[src/design/awsc_pkg.sv]
// Package for the window step counter: sizes, register codes, sequencer
// states and the command and status types shared by controller and datapath.
// Depends on nothing.
package awsc_pkg;

  localparam int WINDOW_DEPTH = 256;
  localparam int ADDR_W       = $clog2(WINDOW_DEPTH);
  localparam int CNT_W        = $clog2(WINDOW_DEPTH + 1);
  localparam int SMP_W        = 24;
  localparam int SQ_W         = 2 * SMP_W;
  localparam int REM_W        = SMP_W + 2;
  localparam int HSUM_W       = 16 + ADDR_W;
  localparam int TSUM_W       = 16 + ADDR_W;
  localparam int MSUM_W       = SMP_W + ADDR_W;
  localparam int HN_W         = 32 + CNT_W;
  localparam int BND_W        = HN_W + 1;
  localparam int CN_W         = SMP_W + CNT_W;
  localparam int STEP_W       = ((CNT_W > 8) ? CNT_W : 8) + 1;
  localparam int DIV_STEPS    = HSUM_W;
  localparam int SQRT_STEPS   = SMP_W;
  localparam int ITER_W       = $clog2(HSUM_W);
  localparam int IDX_W        = 3;
  localparam int CFG_W        = 23;

  localparam logic [15:0] ALPHA_RST     = 16'd7209;
  localparam logic [15:0] HEIGHT_RST    = 16'd8;
  localparam logic [9:0]  GAP_RST       = 10'd6;
  localparam logic [7:0]  STREAK_RST    = 8'd3;
  localparam logic [9:0]  SILENCE_RST   = 10'd50;
  localparam logic [22:0] RAW_LVL_RST   = 23'd128000;
  localparam logic [15:0] RAW_SCALE_RST = 16'd2000;
  localparam logic [23:0] LEVEL_RST     = 24'd256;
  localparam logic [9:0]  SINCE_RST     = 10'd1000;
  localparam logic [9:0]  SINCE_MAX     = 10'd1023;
  localparam logic [7:0]  STREAK_MAX    = 8'd255;

  typedef enum logic [IDX_W-1:0] {
    REG_FILTER_ALPHA     = 3'd0,
    REG_MIN_PEAK_HEIGHT  = 3'd1,
    REG_MIN_STEP_GAP     = 3'd2,
    REG_STREAK_TO_START  = 3'd3,
    REG_SILENCE_TIMEOUT  = 3'd4,
    REG_RAW_DETECT_LEVEL = 3'd5,
    REG_RAW_HEIGHT_SCALE = 3'd6
  } cfg_reg_t;

  typedef enum logic [4:0] {
    OP_NONE, OP_LATCH, OP_SQ_X, OP_SQ_Y, OP_SQ_Z, OP_SQRT_INIT, OP_SQRT_STEP,
    OP_FILT_A, OP_FILT_B, OP_STORE, OP_H, OP_HN, OP_BOUND, OP_RD, OP_SHIFT,
    OP_CN, OP_EVAL, OP_SILENCE, OP_HR_INIT, OP_DIV_STEP, OP_HR_DONE,
    OP_TP_INIT, OP_TP_DONE, OP_EMIT
  } op_t;

  typedef enum logic [4:0] {
    S_IDLE, S_CHECK, S_SQ_X, S_SQ_Y, S_SQ_Z, S_SQRT_INIT, S_SQRT, S_FILT_A,
    S_FILT_B, S_STORE, S_H, S_HN, S_BOUND, S_RD, S_SHIFT, S_CN, S_EVAL, S_SIL,
    S_HR_INIT, S_HR_DIV, S_HR_DONE, S_TP_INIT, S_TP_DIV, S_TP_DONE, S_EMIT
  } state_t;

  typedef struct packed {
    op_t op;
  } cmd_t;

  typedef struct packed {
    logic lt_depth;
    logic ge3;
    logic last;
    logic k_ge2;
    logic scan_done;
    logic out_busy;
  } stat_t;

endpackage

[src/design/awsc_ctrl.sv]
// Sequencer of the window step counter: per-sample and end-of-window steps.
// Depends on awsc_pkg.
module awsc_ctrl (
  input  logic           clk,
  input  logic           rst,
  input  logic           in_valid,
  output logic           in_stall,
  input  awsc_pkg::stat_t stat,
  output awsc_pkg::cmd_t  cmd
);
  import awsc_pkg::*;

  state_t              state, state_next;
  logic [ITER_W-1:0]   iter, iter_next;

  always_ff @(posedge clk) begin
    if (rst) begin
      state <= S_IDLE;
      iter  <= '0;
    end else begin
      state <= state_next;
      iter  <= iter_next;
    end
  end

  always_comb begin
    state_next = state;
    iter_next  = '0;
    cmd.op     = OP_NONE;
    in_stall   = (state != S_IDLE);
    unique case (state)
      S_IDLE: begin
        if (in_valid) begin
          cmd.op     = OP_LATCH;
          state_next = S_CHECK;
        end
      end
      S_CHECK: begin
        if (stat.lt_depth) state_next = S_SQ_X;
        else if (stat.last) state_next = S_H;
        else state_next = S_IDLE;
      end
      S_SQ_X: begin cmd.op = OP_SQ_X; state_next = S_SQ_Y; end
      S_SQ_Y: begin cmd.op = OP_SQ_Y; state_next = S_SQ_Z; end
      S_SQ_Z: begin cmd.op = OP_SQ_Z; state_next = S_SQRT_INIT; end
      S_SQRT_INIT: begin cmd.op = OP_SQRT_INIT; state_next = S_SQRT; end
      S_SQRT: begin
        cmd.op    = OP_SQRT_STEP;
        iter_next = iter + 1'b1;
        if (iter == ITER_W'(SQRT_STEPS - 1)) state_next = S_FILT_A;
      end
      S_FILT_A: begin cmd.op = OP_FILT_A; state_next = S_FILT_B; end
      S_FILT_B: begin cmd.op = OP_FILT_B; state_next = S_STORE; end
      S_STORE: begin
        cmd.op     = OP_STORE;
        state_next = stat.last ? S_H : S_IDLE;
      end
      S_H: begin cmd.op = OP_H; state_next = S_HN; end
      S_HN: begin cmd.op = OP_HN; state_next = S_BOUND; end
      S_BOUND: begin
        cmd.op     = OP_BOUND;
        state_next = stat.ge3 ? S_RD : S_SIL;
      end
      S_RD: begin cmd.op = OP_RD; state_next = S_SHIFT; end
      S_SHIFT: begin
        cmd.op     = OP_SHIFT;
        state_next = stat.k_ge2 ? S_CN : S_RD;
      end
      S_CN: begin cmd.op = OP_CN; state_next = S_EVAL; end
      S_EVAL: begin
        cmd.op     = OP_EVAL;
        state_next = stat.scan_done ? S_SIL : S_RD;
      end
      S_SIL: begin cmd.op = OP_SILENCE; state_next = S_HR_INIT; end
      S_HR_INIT: begin cmd.op = OP_HR_INIT; state_next = S_HR_DIV; end
      S_HR_DIV: begin
        cmd.op    = OP_DIV_STEP;
        iter_next = iter + 1'b1;
        if (iter == ITER_W'(DIV_STEPS - 1)) state_next = S_HR_DONE;
      end
      S_HR_DONE: begin cmd.op = OP_HR_DONE; state_next = S_TP_INIT; end
      S_TP_INIT: begin cmd.op = OP_TP_INIT; state_next = S_TP_DIV; end
      S_TP_DIV: begin
        cmd.op    = OP_DIV_STEP;
        iter_next = iter + 1'b1;
        if (iter == ITER_W'(DIV_STEPS - 1)) state_next = S_TP_DONE;
      end
      S_TP_DONE: begin cmd.op = OP_TP_DONE; state_next = S_EMIT; end
      S_EMIT: begin
        if (!stat.out_busy) begin
          cmd.op     = OP_EMIT;
          state_next = S_IDLE;
        end
      end
      default: state_next = S_IDLE;
    endcase
  end

endmodule

[config.mk]
export PLATFORM = sky130hd
export DESIGN_NAME = awsc_ctrl
export DESIGN_NICKNAME = d
export VERILOG_FILES = /design/src/design/awsc_pkg.sv /design/src/design/awsc_ctrl.sv
export SDC_FILE = /design/constraint.sdc
export NUM_CORES = 1
export LEC_CHECK = 0
export BUFFER_PORTS_ARGS = -buffer_cell sky130_fd_sc_hd__buf_4
export CAP_MARGIN = 20
export CELL_PAD_IN_SITES_DETAIL_PLACEMENT = 1
export CELL_PAD_IN_SITES_GLOBAL_PLACEMENT = 2
export CORE_ASPECT_RATIO = 0.75
export CORE_MARGIN = 4
export CORE_UTILIZATION = 33
export CTS_CLUSTER_DIAMETER = 120
export CTS_CLUSTER_SIZE = 10
export DETAILED_ROUTE_END_ITERATION = 6
export GPL_TIMING_DRIVEN = 0
export HOLD_SLACK_MARGIN = 0.05
export PLACE_DENSITY_LB_ADDON = 0.1
export SLEW_MARGIN = 0
export SYNTH_ARGS = -nofsm -noshare
export SYNTH_HDL_FRONTEND = slang
export SYNTH_SLANG_ARGS = --single-unit
export TNS_END_PERCENT = 30
[constraint.sdc]
create_clock -name clk -period 2.4 [get_ports clk]
set_clock_uncertainty 0.1 [all_clocks]
set_input_delay 0.36 -clock clk [delete_from_list [all_inputs] [get_ports clk]]
set_output_delay 0.36 -clock clk [all_outputs]
set_load 0.01 [all_outputs]
# Word-level counts from Yosys, hierarchy flattened
# Index checks and enable logic that the tools add are counted.
totals:
  elab_cells: 54
  ff_bits: 10
  out_inout_bits: 6
  in_bits: 9
op_classes:
  n_reduce_logical: 6
  n_eq_ne: 30
  n_addsub: 1
  bitwise_logic: 1
  n_mux: 14
op_table:
  columns: ["op", "count"]
  rows:
  - ["one-hot mux 5 bit (25 select lines)", 1]
  - ["one-hot mux 5 bit (23 select lines)", 1]
  - ["== test 5 bit (second input constant)", 10]
  - ["== test 5 x 4 -> 1 bit (second input constant)", 8]
  - ["two-way mux 5 bit", 8]
  - ["== test 5 x 3 -> 1 bit (second input constant)", 4]
  - ["== test 5 x 2 -> 1 bit (second input constant)", 2]
  - ["inequality test 2 bit (second input constant)", 5]
  - ["two-way mux 4 bit", 2]
  - ["adder 5 x 1 -> 5 bit (second input constant)", 1]
  - ["== test 5 x 1 -> 1 bit (second input constant)", 1]
  - ["zero test 5 bit", 1]
  - ["AND reduction 5 bit", 1]
  - ["nonzero test 5 bit", 1]
  - ["OR reduction 2 bit", 2]
  - ["OR reduction 3 bit", 1]
  - ["two-way mux 2 bit", 1]
  - ["two-way mux 1 bit", 1]
  - ["inverter 1 bit", 1]

# Longest topological paths before layout
# Gate-level depths: netlist (run 1).
depth:
  word_depth: 4
  depth_mapped: 6
  depth_no_buf: 5

# Least setup slack after synthesis (run 1)
# No wires, ideal clock.
synth_path:
  path_type: "reg2out"
  start: "register state[0]"
  end: "output cmd[1] (netlist name)"
  arrival_ps: 1155
  path_slack_ps: 785
  path_buffers: 0
  path_stages_with_launch: 5
  required_time_ps: 1940
  cell_sequence: "dfxtp_1 > or3_1 > or2_1 > nor2_1 > a21o_1"
synth_rtl:
  columns: ["item", "line", "rtl"]
  rows:
  - ["start, declared", "awsc_ctrl.sv:13", "state_t state, state_next;"]
  - ["start signal, assigned", "awsc_ctrl.sv:21", "state <= state_next;"]
  - ["end, declared", "awsc_ctrl.sv:9", "output awsc_pkg::cmd_t cmd"]

==> impl_results.md, run 1 <==
- WL per Instance: 16.5 um
- Post-CTS Setup Inserts: 0
- Post-Layout Cell Count: 159
- CP Data Required Time: 1940 ps
- Synth Instances: 108
- DRT iter0 DRCs: 35
- Hold Vio Cnt, Final: 0
- CTS buffer count: 3
- Final nets: 137
- Synthesized area per cell: 7.76 sq um
- Clock Pin Slew Worst Setup and Hold Paths: 60 ps
- # port buffers: 14
- Internal: 0.000587 W
- Area Overhead vs Synth: 20.3%
- Slew @ Worst Pin: 454 ps
- Sequential share of power: 21.5%
- Row cnt: 15
- Post-route ant nets: 0
- VDD IR max: 0.399 mV
- Clock tree from TritonCTS: built
- Synth top area cells: dfxtp_1 (24%), nor2_1 (5.4%), nor2b_1 (5.2%)
- Die height: 51.7 um
- Synthesized area: 838 sq um
- Ys Warns: 0
- Clock group share of total power: 10.5%
- Most frequent cells in the layout: buf_4 (16), nor2_1 (12), dfxtp_1 (10)
- Final Wtd Congestion: 0.791
- Status: finished clean
- EDFF count, synth: 0
- Lkg Pwr: 0.410 nW
- Post-Layout Inst Area: 0.00101 sq mm
- GRT Util Overall: 16.4%
- Largest net degree at the start of global routing: 11
- Die width: 66.2 um
- Worst-path fanout max: 10
- Dpl cells: 156
- Fin. max-slew vios: 0
- Share of cells above drive strength 1: 22.4%
- Min-Delay Path Depth: 2
- Initial core utilization: 35.4%
- Router iterations before antenna repair: 4
- # DRC: 0
- DPL Wire Length: 2030 um
- Io pins: 15
- Vias: 886
- Crit path capture type: primary output
- Post-synth top area share: 23.9%
- CTS Hold Bufs: 0
- Post-DP Area: 986 sq um
- Antenna violations before repair: 0
- First-pass GRT wire length: 4280 um
- Cts repair resizes: 0
- N_diodes: 0
- Fillers: 325
- Critical path's slowest cell: dfxtp_1
- Arr. time, crit path: 1720 ps
- WL final: 2620 um
- Skew-Pair Late Insertion Delay: 260 ps
- Most common cell after layout, fill and taps aside: buf_4
- Max Cap Violations: 0
- Fin crit share: 90.7%
- Register bit count reported by yosys: 10
- WS Path Type: reg2out
- TNS Setup: 0 ps
- Clock sinks: 10
- RSZ-0062 raised after global routing: false
- Vias in the first global route: 862
- Sw Share: 46.6%
- R2r worst-path depth: 5
- Multi-input logic area: 567 sq um
- Minimum clock period: 2180 ps
- Setup slack, reg-to-reg: 650 ps
- H-tree levels: 1
- DP Worst Slack: 513 ps
- Vias per cell: 5.57
- Final setup vio count: 0
- Post-synth net total: 118
- Slowest cell delay on critical path: 460 ps
- Hold slack: 208 ps
- Sw Pwr: 0.000512 W
- Setup WS post-layout: 223 ps
- Clk root buf: clkbuf_4
- Critical Path Start: state[3]
- Clk buf depth: 2
- Synth area leader: dfxtp_1
- Core Footprint: 0.00236 sq mm
- Reg2reg end: state[1]
- CP startpoint kind: flip-flop
- Combinational share of power: 68.0%
- Worst reg2reg startpoint: state[2]
- Hold Path Class: in2reg
- Distinct cell type count after synthesis: 45
- Pwr dens: 1090 mW/mm^2
- Critical path endpoint: cmd[0]
- Full die area: 0.00342 sq mm
- Seq/Total Area, Yosys: 23.9%
- F_max: 459 MHz
- FF/Latch Area: 200 sq um
- Relative slew margins: 69.6%
- Main synth FF type: dfxtp_1
- Asr flop ratio synth: 0%
- Crit-path cells: buf_2 -> nor2_1 -> o2bb2ai_1 -> a221oi_1 -> a21oi_1 -> buf_4
- Grt ovf: 0
## stage by stage
stage | utilization, % | power [W]
floorplan | - | 0.000744
global placement | 41.7 | 0.000978
detailed placement | 41.7 | 0.000983
CTS | 42.6 | 0.00110
global route | 42.6 | 0.00119
finish | 42.6 | 0.00110
## kinds of logic after synthesis
family          after synthesis  share of synthesized area (%)
simple gates                 47                           33.7
compound gates               33                           29.3
buf+inv                      14                           8.51
flops                        10                           23.9
xor+xnor                      3                           3.13
fa+ha+maj                     1                           1.49
## power groups by stage
stage | logic (W) | registers (W) | clock network, W
final | 0.000747 | 0.000236 | 0.000115
after detailed placement | 0.000744 | 0.000239 | 0
after global placement | 0.000740 | 0.000238 | 0
after global routing | 0.000825 | 0.000242 | 0.000127
after CTS | 0.000749 | 0.000236 | 0.000118
after floorplan | 0.000518 | 0.000226 | 0
## final cells by class
class | instances | share of cell area [%]
inverters | 7 | 2.61
multi-input cells | 84 | 56.2
plain buffers | 7 | 4.47
well taps | 34 | 4.22
clock buffers | 3 | 2.23
repair buffers | 14 | 10.4
flip-flops and latches | 10 | 19.9
## layer usage
metal  vias to the layer above  GRT usage [%]  wire length, um
met5                         -              0                0
met4                         0           3.04               12
met3                         2           4.10              114
met2                        22           24.7             1130
met1                       428           23.7             1370
li1                        434              -                -
## registers in the layout, summed over array words and instances (netlist names)
name	flops
iter	5
state	5
## how the worst min path moves through the flow
stage                to    start  slack [ps]
2_1_floorplan   iter[0]  iter[0]         320
3_5_place_dp    iter[0]  iter[0]         340
3_3_place_gp    iter[0]  iter[0]         330
6_report       state[2]      rst         210
4_1_cts        state[2]      rst         200
5_1_grt        state[2]      rst         200
## critical path: cells and delay by family, from the launching register on
family          cells  cell delay (ps)
buf+inv             2              430
flops               1              460
simple gates        1               70
compound gates      3              490
## cells in the mapped netlist, types with 2 or more instances
| cell type | n |
|---|---|
| nand3_1 | 3 |
| inv_1 | 6 |
| or3_1 | 2 |
| nor2_1 | 12 |
| nand4_1 | 2 |
| nand4b_1 | 3 |
| buf_2 | 3 |
| and2_1 | 2 |
| a21oi_1 | 8 |
| or4b_1 | 2 |
| nand2b_1 | 2 |
| a31o_1 | 2 |
| dfxtp_1 | 10 |
| buf_4 | 2 |
| xor2_1 | 2 |
| o21ai_0 | 2 |
| and3b_1 | 3 |
| nor2b_1 | 7 |
| a21o_1 | 3 |
| nand2_1 | 3 |
| o211ai_1 | 5 |
No activity file was read; power rests on OpenSTA's default activity.
==> inputs of run 2 (changes only) <==
Settings changed: CORE_UTILIZATION 33 to 31, RECOVER_POWER set to 25.
Clock period 2.4 ns to 2.3 ns, I/O delays scaled along.
==> run 2 against run 1 <==
  * Die area is 5.5% higher
  * Register-to-register slack worse by 90 ps
  * Via count is 2.4% higher
  * Cell count is 1.9% higher
  * Routed wire length rose by 6.5%
  * Sequential share of layout area is 0.24 points lower
  * Sequential power increased by 6%
  * Critical path type unchanged
  * Largest cell class unchanged
==> impl_results.md, run 2 (synthesized netlist as in run 1, its figures left out) <==
- Vias: 907
- Grt ovf: 0
- Top Registers: iter (5), state (5)
- Arr. time, crit path: 1720 ps
- Combinational share of power: 65.8%
- Worst-path fanout max: 10
- Final Wtd Congestion: 0.811
- Power consumption: 0.00121 W
- Critical Path Start: state[4]
- Row cnt: 16
- Clock group share of total power: 13.5%
- Clock Pin Slew Worst Setup and Hold Paths: 70 ps
- Max Cap Violations: 0
- Post-DP Area: 988 sq um
- Fin. max-slew vios: 0
- Die height: 53.0 um
- Clk buf depth: 2
- Lkg Pwr: 0.420 nW
- Share of cells above drive strength 1: 24.6%
- Internal: 0.000653 W
- Die width: 68.0 um
- VDD IR max: 0.364 mV
- CTS buffer count: 3
- F_max: 463 MHz
- Sw Pwr: 0.000552 W
- Sequential share of power: 20.7%
- Area Overhead vs Synth: 22.5%
- TNS Setup: 0 ps
- Sw Share: 45.8%
- CP Data Required Time: 1860 ps
- Minimum clock period: 2160 ps
- Most frequent cells in the layout: buf_4 (16), nor2_1 (12), dfxtp_1 (9)
- WS Path Type: reg2out
- Post-Layout Inst Area: 0.00103 sq mm
- Clk root buf: clkbuf_4
- CP startpoint kind: flip-flop
- Hold Vio Cnt, Final: 0
- Fin crit share: 93.9%
- Setup slack, reg-to-reg: 560 ps
- Core Footprint: 0.00260 sq mm
- Skew-Pair Late Insertion Delay: 270 ps
- CTS Hold Bufs: 0
- Full die area: 0.00361 sq mm
- Final nets: 137
- Antenna violations before repair: 0
- Largest net degree at the start of global routing: 11
- # DRC: 0
- Status: finished clean
- Crit path capture type: primary output
- Router iterations before antenna repair: 4
- WL per Instance: 17.2 um
- # port buffers: 14
- First-pass GRT wire length: 4760 um
- RSZ-0062 raised after global routing: false
- Reg2reg end: state[1]
- Min-Delay Path Depth: 2
- N_diodes: 0
- Post-route ant nets: 0
- Hold Path Class: in2reg
- Vias per cell: 5.60
- Pwr dens: 1170 mW/mm^2
- Most common cell after layout, fill and taps aside: buf_4
- Clock sinks: 10
- Clock tree from TritonCTS: built
- Final setup vio count: 0
- Vias in the first global route: 946
- Slew @ Worst Pin: 431 ps
- Min-Delay Endpoint: state[2]
- Relative slew margins: 71.1%
- WL final: 2790 um
- Worst reg2reg startpoint: state[1]
- GRT Util Overall: 18.0%
- Min-delay src: rst
- Initial core utilization: 32.2%
- R2r worst-path depth: 6
- H-tree levels: 1
- Fillers: 339
- DRT iter0 DRCs: 45
- Io pins: 15
- DPL Wire Length: 2130 um
run 2: final cells by class:
type                    instances  area [sq um]  area share, %
clock buffers                   4          36.3           3.53
well taps                      36          45.0           4.38
plain buffers                   7          46.3           4.51
flip-flops and latches         10           201           19.6
inverters                       7          26.3           2.56
multi-input cells              84           567           55.2
repair buffers                 14           105           10.2
run 2: metrics by stage:
stage	hold slack [ps]	std cells	util [%]	setup slack (ps)
finish	184	162	39.5	140
global route	182	162	39.5	6.71
CTS	172	162	39.4	68.4
detailed placement	346	158	38.0	379
global placement	326	158	38.0	429
floorplan	310	108	-	700
run 2: power by group through the flow:
stage / clock [W] / sequential (W) / combinational (W)
floorplan: 0 / 0.000236 / 0.000541
global placement: 0 / 0.000247 / 0.000766
detailed placement: 0 / 0.000253 / 0.000781
CTS: 0.000167 / 0.000248 / 0.000787
global route: 0.000179 / 0.000258 / 0.000871
finish: 0.000163 / 0.000250 / 0.000793
run 2: layer usage:
layer	part of all wire (%)	global-route usage, %
met1	51	24.3
met2	44	27.7
met3	4.2	4.46
met4	1.3	5.94
met5	0	0
run 2: repair_timing:
action / in CTS / in global routing
endpoints found under the hold margin: 0 / 0
setup buffers: 0 / 0
resized for setup: 0 / 3
setup endpoints to repair: 0 / 1
run 2: how the worst max path moves through the flow:
stage                        end  cells after the start
after CTS                 cmd[0]                      5
after global placement    cmd[0]                      6
final                     cmd[0]                      6
after detailed placement  cmd[0]                      5
after global routing      cmd[0]                      6
after floorplan           cmd[1]                      4
run 2: worst max-delay path: stages (launching register included):
cell and delay (ps):
dfxtp_1 510, buf_4 240, nor2_1 50, o2bb2ai_1 120, a221oi_1 300, a21oi_1 70
buf_4 150
